<file path="src/rtl/core/ppt_pkg.sv">
// Package for the prescaled PWM timer bank: sizes, operation and register codes, payload types.
// No dependencies.
package ppt_pkg;
   localparam int NUM_TIMERS = 5;
   localparam int COUNT_WIDTH = 16;
   localparam int NUM_PWM_OUTPUTS = 4;
   localparam int DATA_WIDTH = 23;

   typedef enum logic [1:0] {
      OP_TICK = 2'd0,
      OP_WRITE = 2'd1,
      OP_READ = 2'd2,
      OP_NONE = 2'd3
   } op_type;

   localparam logic [4:0] REG_PRESCALE = 5'd0;
   localparam logic [4:0] REG_CLKSEL = 5'd1;
   localparam logic [4:0] REG_CONTROL = 5'd2;
   localparam logic [4:0] REG_CNTBUF0 = 5'd3;
   localparam logic [4:0] REG_CMPBUF0 = 5'd8;
   localparam logic [4:0] REG_COUNT0 = 5'd12;

   // Control bit positions per timer.
   localparam int CtlStart[5] = '{0, 8, 12, 16, 20};
   localparam int CtlManual[5] = '{1, 9, 13, 17, 21};
   localparam int CtlInvert[5] = '{2, 10, 14, 18, 0};
   localparam int CtlReload[5] = '{3, 11, 15, 19, 22};

   typedef struct packed {
      logic [1:0] operation;
      logic [4:0] reg_index;
      logic [DATA_WIDTH-1:0] write_data;
      logic ext_tick_a;
      logic ext_tick_b;
   } req_type;

   typedef struct packed {
      logic [DATA_WIDTH-1:0] read_data;
      logic [NUM_TIMERS-1:0] timer_irq;
      logic [NUM_PWM_OUTPUTS-1:0] pwm_out;
   } rsp_type;
endpackage

</file>
<file path="src/rtl/core/prescaled_pwm_timer_bank_core.sv">
// Top level of the prescaled PWM timer bank: register map, prescalers and five timers.
// Depends on ppt_pkg.
//
// Each item (a tick, a register write or a register read) is handled by the combinational logic
// between the timer state and a result register, and one item is accepted every cycle while
// req_ready is high. A second result register lets a new item enter while a finished result
// still waits to be taken, so req_ready drops only when both are full.
module prescaled_pwm_timer_bank_core (
   input  logic clock,
   input  logic reset,
   input  logic req_valid,
   output logic req_ready,
   input  ppt_pkg::req_type req_data,
   output logic rsp_valid,
   input  logic rsp_ready,
   output ppt_pkg::rsp_type rsp_data
);
   import ppt_pkg::*;

   logic [7:0] pre_cnt_ff [2];
   logic [7:0] pre_cnt_in [2];
   logic [3:0] div_cnt_ff [2];
   logic [3:0] div_cnt_in [2];
   logic [15:0] pre_set_ff, pre_set_in;
   logic [19:0] clk_sel_ff, clk_sel_in;
   logic [DATA_WIDTH-1:0] ctl_ff, ctl_in;
   logic [COUNT_WIDTH-1:0] cnt_buf_ff [NUM_TIMERS];
   logic [COUNT_WIDTH-1:0] cnt_buf_in [NUM_TIMERS];
   logic [COUNT_WIDTH-1:0] cmp_buf_ff [NUM_PWM_OUTPUTS];
   logic [COUNT_WIDTH-1:0] cmp_buf_in [NUM_PWM_OUTPUTS];
   logic [COUNT_WIDTH-1:0] cnt_ff [NUM_TIMERS];
   logic [COUNT_WIDTH-1:0] cnt_in [NUM_TIMERS];
   logic [COUNT_WIDTH-1:0] cmp_ff [NUM_PWM_OUTPUTS];
   logic [COUNT_WIDTH-1:0] cmp_in [NUM_PWM_OUTPUTS];

   logic accept;
   logic [1:0] pulse;
   logic [NUM_TIMERS-1:0] irq;
   logic [NUM_PWM_OUTPUTS-1:0] pwm;
   logic [DATA_WIDTH-1:0] rd;
   rsp_type result;

   // Output register plus skid register.
   logic out_vld_ff, skid_vld_ff;
   rsp_type out_ff, skid_ff;

   assign req_ready = !skid_vld_ff;
   assign accept = req_valid && req_ready;
   assign rsp_valid = out_vld_ff;
   assign rsp_data = out_ff;

   // Next-state logic for one item.
   always_comb begin
      logic [3:0] sel;
      logic clk_t;
      logic grp;
      logic [COUNT_WIDTH-1:0] dec;
      logic [4:0] idx;
      sel = '0;
      clk_t = 1'b0;
      grp = 1'b0;
      dec = '0;
      pre_cnt_in = pre_cnt_ff;
      div_cnt_in = div_cnt_ff;
      pre_set_in = pre_set_ff;
      clk_sel_in = clk_sel_ff;
      ctl_in = ctl_ff;
      cnt_buf_in = cnt_buf_ff;
      cmp_buf_in = cmp_buf_ff;
      cnt_in = cnt_ff;
      cmp_in = cmp_ff;
      irq = '0;
      rd = '0;
      pulse = '0;
      idx = req_data.reg_index;
      unique case (op_type'(req_data.operation))
         OP_TICK: begin
            for (int g = 0; g < 2; g++) begin
               if (pre_cnt_ff[g] >= pre_set_ff[8*g +: 8]) begin
                  pre_cnt_in[g] = '0;
                  pulse[g] = 1'b1;
                  div_cnt_in[g] = div_cnt_ff[g] + 4'd1;
               end else begin
                  pre_cnt_in[g] = pre_cnt_ff[g] + 8'd1;
               end
            end
            for (int t = 0; t < NUM_TIMERS; t++) begin
               grp = (t >= 2);
               sel = clk_sel_ff[4*t +: 4];
               unique case (sel)
                  4'd0: clk_t = pulse[grp] && (div_cnt_in[grp][0] == 1'b0);
                  4'd1: clk_t = pulse[grp] && (div_cnt_in[grp][1:0] == 2'd0);
                  4'd2: clk_t = pulse[grp] && (div_cnt_in[grp][2:0] == 3'd0);
                  4'd3: clk_t = pulse[grp] && (div_cnt_in[grp] == 4'd0);
                  default: clk_t = grp ? req_data.ext_tick_b : req_data.ext_tick_a;
               endcase
               dec = cnt_ff[t] - 1'b1;
               if (ctl_ff[CtlManual[t]]) begin
                  cnt_in[t] = cnt_buf_ff[t];
                  if (t < NUM_PWM_OUTPUTS) cmp_in[t] = cmp_buf_ff[t];
               end else if (ctl_ff[CtlStart[t]] && clk_t) begin
                  if (cnt_ff[t] == '0 || dec == '0) begin
                     if (cnt_ff[t] != '0) irq[t] = 1'b1;
                     if (ctl_ff[CtlReload[t]]) begin
                        cnt_in[t] = cnt_buf_ff[t];
                        if (t < NUM_PWM_OUTPUTS) cmp_in[t] = cmp_buf_ff[t];
                     end else begin
                        cnt_in[t] = '0;
                     end
                  end else begin
                     cnt_in[t] = dec;
                  end
               end
            end
         end
         OP_WRITE: begin
            if (idx == REG_PRESCALE) pre_set_in = req_data.write_data[15:0];
            else if (idx == REG_CLKSEL) clk_sel_in = req_data.write_data[19:0];
            else if (idx == REG_CONTROL) begin
               ctl_in = req_data.write_data;
               for (int t = 0; t < NUM_TIMERS; t++) begin
                  if (req_data.write_data[CtlManual[t]]) begin
                     cnt_in[t] = cnt_buf_ff[t];
                     if (t < NUM_PWM_OUTPUTS) cmp_in[t] = cmp_buf_ff[t];
                  end
               end
            end
            for (int t = 0; t < NUM_TIMERS; t++)
               if (idx == REG_CNTBUF0 + 5'(t)) cnt_buf_in[t] = req_data.write_data[15:0];
            for (int t = 0; t < NUM_PWM_OUTPUTS; t++)
               if (idx == REG_CMPBUF0 + 5'(t)) cmp_buf_in[t] = req_data.write_data[15:0];
         end
         OP_READ: begin
            if (idx == REG_PRESCALE) rd = DATA_WIDTH'(pre_set_ff);
            else if (idx == REG_CLKSEL) rd = DATA_WIDTH'(clk_sel_ff);
            else if (idx == REG_CONTROL) rd = ctl_ff;
            for (int t = 0; t < NUM_TIMERS; t++) begin
               if (idx == REG_CNTBUF0 + 5'(t)) rd = DATA_WIDTH'(cnt_buf_ff[t]);
               if (idx == REG_COUNT0 + 5'(t)) rd = DATA_WIDTH'(cnt_ff[t]);
            end
            for (int t = 0; t < NUM_PWM_OUTPUTS; t++)
               if (idx == REG_CMPBUF0 + 5'(t)) rd = DATA_WIDTH'(cmp_buf_ff[t]);
         end
         default: ;
      endcase
      // PWM levels from the state after this item.
      for (int t = 0; t < NUM_PWM_OUTPUTS; t++)
         pwm[t] = (cnt_in[t] <= cmp_in[t]) ^ ctl_in[CtlInvert[t]];
      result.read_data = rd;
      result.timer_irq = irq;
      result.pwm_out = pwm;
   end

   // Timer state, updated on each accepted item.
   always_ff @(posedge clock) begin
      if (reset) begin
         pre_cnt_ff <= '{default: '0};
         div_cnt_ff <= '{default: '0};
         pre_set_ff <= '0;
         clk_sel_ff <= '0;
         ctl_ff <= '0;
         cnt_buf_ff <= '{default: '0};
         cmp_buf_ff <= '{default: '0};
         cnt_ff <= '{default: '0};
         cmp_ff <= '{default: '0};
      end else if (accept) begin
         pre_cnt_ff <= pre_cnt_in;
         div_cnt_ff <= div_cnt_in;
         pre_set_ff <= pre_set_in;
         clk_sel_ff <= clk_sel_in;
         ctl_ff <= ctl_in;
         cnt_buf_ff <= cnt_buf_in;
         cmp_buf_ff <= cmp_buf_in;
         cnt_ff <= cnt_in;
         cmp_ff <= cmp_in;
      end
   end

   // Result register with skid stage.
   always_ff @(posedge clock) begin
      if (reset) begin
         out_vld_ff <= 1'b0;
         skid_vld_ff <= 1'b0;
      end else begin
         if (!out_vld_ff || rsp_ready) begin
            out_vld_ff <= skid_vld_ff || accept;
            skid_vld_ff <= 1'b0;
         end else if (accept) begin
            skid_vld_ff <= 1'b1;
         end
      end
   end

   always_ff @(posedge clock) begin
      if (!out_vld_ff || rsp_ready) begin
         out_ff <= skid_vld_ff ? skid_ff : result;
      end else if (accept) begin
         skid_ff <= result;
      end
   end
endmodule

</file>
<file path="config.mk">
export PLATFORM = sky130hd
export DESIGN_NAME = prescaled_pwm_timer_bank_core
export DESIGN_NICKNAME = d
export VERILOG_FILES = /design/src/rtl/core/ppt_pkg.sv /design/src/rtl/core/prescaled_pwm_timer_bank_core.sv
export SDC_FILE = /design/constraint.sdc
export NUM_CORES = 2
export LEC_CHECK = 0
export BUFFER_PORTS_ARGS = -buffer_cell sky130_fd_sc_hd__buf_2
export CAP_MARGIN = 10
export CORE_UTILIZATION = 50
export DETAILED_ROUTE_END_ITERATION = 7
export GPL_TIMING_DRIVEN = 0
export PLACE_DENSITY = 0.72
export REMOVE_ABC_BUFFERS = 1
export SETUP_SLACK_MARGIN = 0.3
export SLEW_MARGIN = 20
export SYNTH_ARGS = -nofsm -noshare
export SYNTH_HDL_FRONTEND = slang
export SYNTH_SLANG_ARGS = --single-unit
</file>
<file path="constraint.sdc">
create_clock -name clock -period 16.7 [get_ports clock]
set_clock_uncertainty 0.05 [all_clocks]
set_input_delay 3.34 -clock clock [delete_from_list [all_inputs] [get_ports clock]]
set_output_delay 3.34 -clock clock [all_outputs]
set_load 0.02 [all_outputs]
</file>
=== After elaboration in Yosys (flattened, before gate mapping) ===
Index checks and enable logic that the tools add are counted.

* Bits in registers: 437
* Input port bits: 36
* Logic and storage cells: 281

* $add $sub $neg: 9
* $lt $le $gt $ge: 6
* Equality and inequality tests: 38
* Muxes and demuxes: 117
* Bitwise operators: 9
* Reductions and logical operators: 68

{| class="wikitable"
|+ Operator list
! operator !! number
|-
| $mux 16 || 45
|-
| $mux 23 || 18
|-
| $mux 80 || 3
|-
| $mux 64 || 3
|-
| $logic_not 16->1 || 10
|-
| $pmux 80 s2 || 1
|-
| $pmux 64 s2 || 1
|-
| $reduce_bool 16->1 || 5
|-
| $sub 16x1->16 const B || 5
|-
| $mux 19 || 4
|-
| $le 16x16->1 || 4
|-
| $eq 4x2->1 const B || 10
|-
| $eq 5x4->1 const B || 8
|-
| $mux 32 || 1
|-
| $reduce_and 3->1 || 10
|-
| $mux 1 || 29
|-
| $logic_not 4->1 || 7
|-
| $eq 4x1->1 const B || 5
|-
| $eq 5x3->1 const B || 4
|-
| $pmux 1 s4 || 5
|-
| $add 8x1->8 const B || 2
|-
| $ge 8x8->1 || 2
|-
| $mux 4 || 4
|-
| $mux 8 || 2
|-
| other kinds (23) || 59
|}

=== Depth between registers and ports, before layout ===
* Depth in word-level cells: 20
* Mapped depth: 26
* Depth with buffers taken out: 26

=== Worst setup path before layout ===
OpenSTA, ideal clock, no wires.

* Path type: input -> register
* From: input port req_data[28] (netlist name)
* To: register out_ff (netlist bit rsp_data[3]), data pin
* Library setup time: 260 ps
* Arrival time: 6905 ps
* Slack: 9485 ps
* Stages on the path: 20
* Buffers on the path: 3
* Cells stage by stage: clkbuf_1 nor3_1 clkbuf_1 nand2_1 nor2_1 a22oi_1 o21ai_0 clkbuf_1 a221oi_1 o21ai_0 ha_1 nor2b_1 o21a_1 o21a_1 o21ai_0 a21oi_1 o21bai_1 a31oi_1 xor2_1 mux2_2

{| class="wikitable"
|+ RTL lines
! what !! RTL line !! RTL
|-
| start, declared || prescaled_pwm_timer_bank_core.sv:13 || <nowiki>input ppt_pkg::req_type req_data,</nowiki>
|-
| end signal, assigned || prescaled_pwm_timer_bank_core.sv:196 || <nowiki>out_ff <= skid_vld_ff ? skid_ff : result;</nowiki>
|-
| end, declared || prescaled_pwm_timer_bank_core.sv:45 || <nowiki>rsp_type out_ff, skid_ff;</nowiki>
|}

==> key figures <==
Outcome
  • Status: finished, final reports clean

Global route
  • Vias in the first global route: 23766
  • Initial antenna violation count: 2
  • Grt ovf: 0
  • Global-route usage over all layers: 36.5%
  • Global-route wire length before repair: 148000 um
  • Largest net degree at the start of global routing: a little over 90

Critical path
  • CP Depth: 15
  • Family with the most delay on the worst path: simple AND/OR/NAND/NOR gates
  • Worst Setup EP: rsp_data[3]
  • Req. time, crit path: 17010 ps
  • Max stage delay on crit path: 790 ps
  • Critical R2R Capture: rsp_data[0]
  • Critical Path Source Type: primary input
  • Buf+Inv Stages, Crit Path: 1
  • Kind of critical path: in -> reg
  • R2r startpoint: cnt_ff[65]
  • Flop2flop setup slack: 10100 ps
  • Highest-delay cell along the critical path: nor2_2
  • Crit path cell chain: buf_4 -> nor2b_2 -> nand2_1 -> nor2_2 -> a22oi_1 -> nand2_1 -> o21ai_0 -> ha_1 -> a21o_1 -> a21o_1 -> a21oi_1 -> or2_2 -> a31oi_1 -> xor2_1 -> mux2_2
  • Critical path origin: req_data[26]
  • Worst Setup End Kind: flip-flop
  • Critical-path maximum fanout: 58
  • Reg2reg path depth: 21
  • Critical Path AT: 8980 ps

Power
  • Switching Share: 27.6%
  • Gate power share: 13.4%
  • VDD IR max: 0.0000785 V
  • Clock network power share: 43.6%
  • Seq pwr share: 43.0%
  • P_sw: 0.711 mW
  • Power per cell area: approximately 90 nW/um2
  • Cell leakage power: 10.6 nW
  • Internal power: roughly 1.9 mW

STA
  • RSZ-0062 raised after global routing: no
  • Min Tclk post-route: a little under 9000 ps
  • Relative slew slack: 15.9%
  • Highest Clock Rate: 115 MHz
  • Final setup viols: 0
  • Final count of pins violating max slew: 0
  • Worst slew pin tran: ~1300 ps
  • Final Hold Fails: 0
  • Final Cycle Share: 51.9%
  • Final TNS setup: 0 ps

Floorplanning
  • Die W: 231 um
  • Core box area: 51500 um2
  • Die area: approximately 53000 um2
  • Effective utilization at floorplan: 50.8%
  • Std cell rows: between 80 and 90
  • IO Count: 70
  • Die height: 231 um

Cells and area
  • Area grow syn2layout: 9.20%
  • Layout cells sized above 1: 8.79%
  • Final nets: 3382
  • Fillers: 4855
  • Layout Cells excl Fill: 3970

Flow run
  • Maxcap violations: 0

Synthesis
  • Top-area cell type share of the netlist area: 28.6%
  • Seq/Total Area, Yosys: 35.9%
  • Top-count cell post-synth: nand2_1
  • Post-Syn Instances: 3363
  • Synth async-reset ratio: 0%
  • Number of synthesized register bits: 437
  • Cell taking the most area after synthesis: dfxtp_1
  • Number of enable flip-flop cells after synthesis: 64
  • Synth area leaders: dfxtp_1 29%, nand2_1 8.8%, edfxtp_1 7.4%
  • Synth cell count leaders: 613 x nand2_1, 383 x a21oi_1, 373 x dfxtp_1
  • Post-synthesis cell type count: 92
  • Syn Std Cell Area: between 20000 and 30000 um2
  • Synth Area per Inst: 7.77 um2
  • Yosys warnings: 0
  • Dominant synthesized flop cell: dfxtp_1

Place
  • Final Wtd Congestion: 1.04
  • Dpl cells: just under 4000
  • Number of port buffers: 69
  • HPWL after detailed placement: 70100 um

Drt
  • Detailed-route wire length: 98500 um
  • Routed wire per std cell: roughly 25 um
  • DR iter-0 viols: 3343
  • Drt drc: 0
  • Vias per Instance: 6.51
  • Via count: about 26000
  • Antenna-violating nets left: 0
  • First-pass detailed-route iteration total: 8

Clock network
  • Reg clk slew, reported paths: 60 ps
  • Clk buf depth: 3
  • CTS Hold Bufs: 0
  • Root Driver: clkbuf_16
  • CTS tree: built
  • H-Tree Depth: 2
  • TritonCTS Buffers: 49
  • Worst-Skew Late Latency: between 600 and 700 ps
  • Post CTS Setup Buffer Count: 0
  • Clk sinks: 437
  • Post-cts sizing count: 0

Worst hold path
  • Hold Path Stages: 2
  • Worst hold-check path type: reg -> reg
## cell type report
| cell class | count | area, um2 | share of cell area, % |
|---|---|---|---|
| inverters | 63 | 238 | 0.833 |
| clock inverters | 20 | 218 | 0.763 |
| diodes | 1 | 2.50 | 0.00877 |
| multi-input cells | 2607 | 15700 | 55.0 |
| repair buffers | 90 | 714 | 2.50 |
| flip-flops and latches | 437 | 9390 | 32.9 |
| clock buffers | 72 | 1450 | 5.06 |
| well taps | 680 | 851 | 2.98 |
## worst register-to-register path: cells and delay by family (launching register included)
kind,cells,cell delay [ps]
xor+xnor,2,340
buf+inv,1,230
compound gates,9,2180
mux,1,360
flops,1,380
fa+ha+maj,2,470
simple gates,6,2330
## power by group through the flow
stage / registers (mW) / clock network (mW) / logic (mW)
floorplan: 1.13 / 0 / 0.191
global placement: 1.13 / 0 / 0.319
detailed placement: 1.13 / 0 / 0.332
CTS: 1.10 / 1.13 / 0.333
global route: 1.11 / 1.17 / 0.367
finish: 1.11 / 1.12 / 0.344
## registers in the layout, summed over array words and instances, names as in the netlist, 20 cells and up
signal,flops
clk_sel_ff,20
cmp_buf_ff,64
cmp_ff,64
cnt_buf_ff,80
cnt_ff,80
ctl_ff,23
rsp_data,32
skid_ff,32
## metal layers
metal	global-route usage [%]	wire length, um
met1	48.4	39300
met2	54.1	41300
met3	7.86	11100
met4	22.3	6780
met5	0	12
## cell families (layout without fill, tap and decap cells)
kind of cell | after synthesis | after routing | synth area share (%)
AOI/OAI and AO/OA | 934 | 934 | 22.7
xor gates and xnor gates | 81 | 81 | 2.71
adders and majority gates | 98 | 98 | 4.69
buffers and inverters | 319 | 245 | 4.80
DFF | 437 | 437 | 35.9
muxes | 181 | 181 | 7.07
other | 0 | 1 | 0
and+or+nand+nor | 1313 | 1313 | 22.1
## layout by cell type (no fill, tap or decap), drive strengths merged, types with 37 or more instances in the layout
cell / instances
nand4: 37
xnor2: 39
dfxtp: 373
nor4: 37
o21ai: 156
nor2: 347
xor2: 42
inv: 64
nand2: 613
mux2i: 151
edfxtp: 64
buf: 90
a21oi: 383
nor3: 72
ha: 98
nand3: 49
clkbuf: 72
## worst min path at each step
| stage | start | endpoint | slack (ps) |
|---|---|---|---|
| floorplan | ctl_ff[4] | ctl_ff[4] | 380 |
| global placement | ctl_ff[5] | ctl_ff[5] | 390 |
| detailed placement | ctl_ff[5] | ctl_ff[5] | 400 |
| CTS | ctl_ff[5] | ctl_ff[5] | 410 |
| global route | clk_sel_ff[18] | clk_sel_ff[18] | 440 |
| finish | ctl_ff[5] | ctl_ff[5] | 410 |
## metrics by stage
| step | area (um2) | total power, mW | setup WS, ps | util, % | hold slack [ps] |
|---|---|---|---|---|---|
| floorplan | 25100 | 1.32 | 8380 | - | 380 |
| global placement | 26300 | 1.45 | 2380 | 51.1 | 392 |
| detailed placement | 26900 | 1.46 | 7570 | 52.2 | 401 |
| CTS | 28500 | 2.56 | 8170 | 55.4 | 409 |
| global route | 28500 | 2.64 | 7810 | 55.4 | 437 |
| finish | 28500 | 2.57 | 8030 | 55.4 | 411 |
No activity file was read; power rests on OpenSTA's default activity.
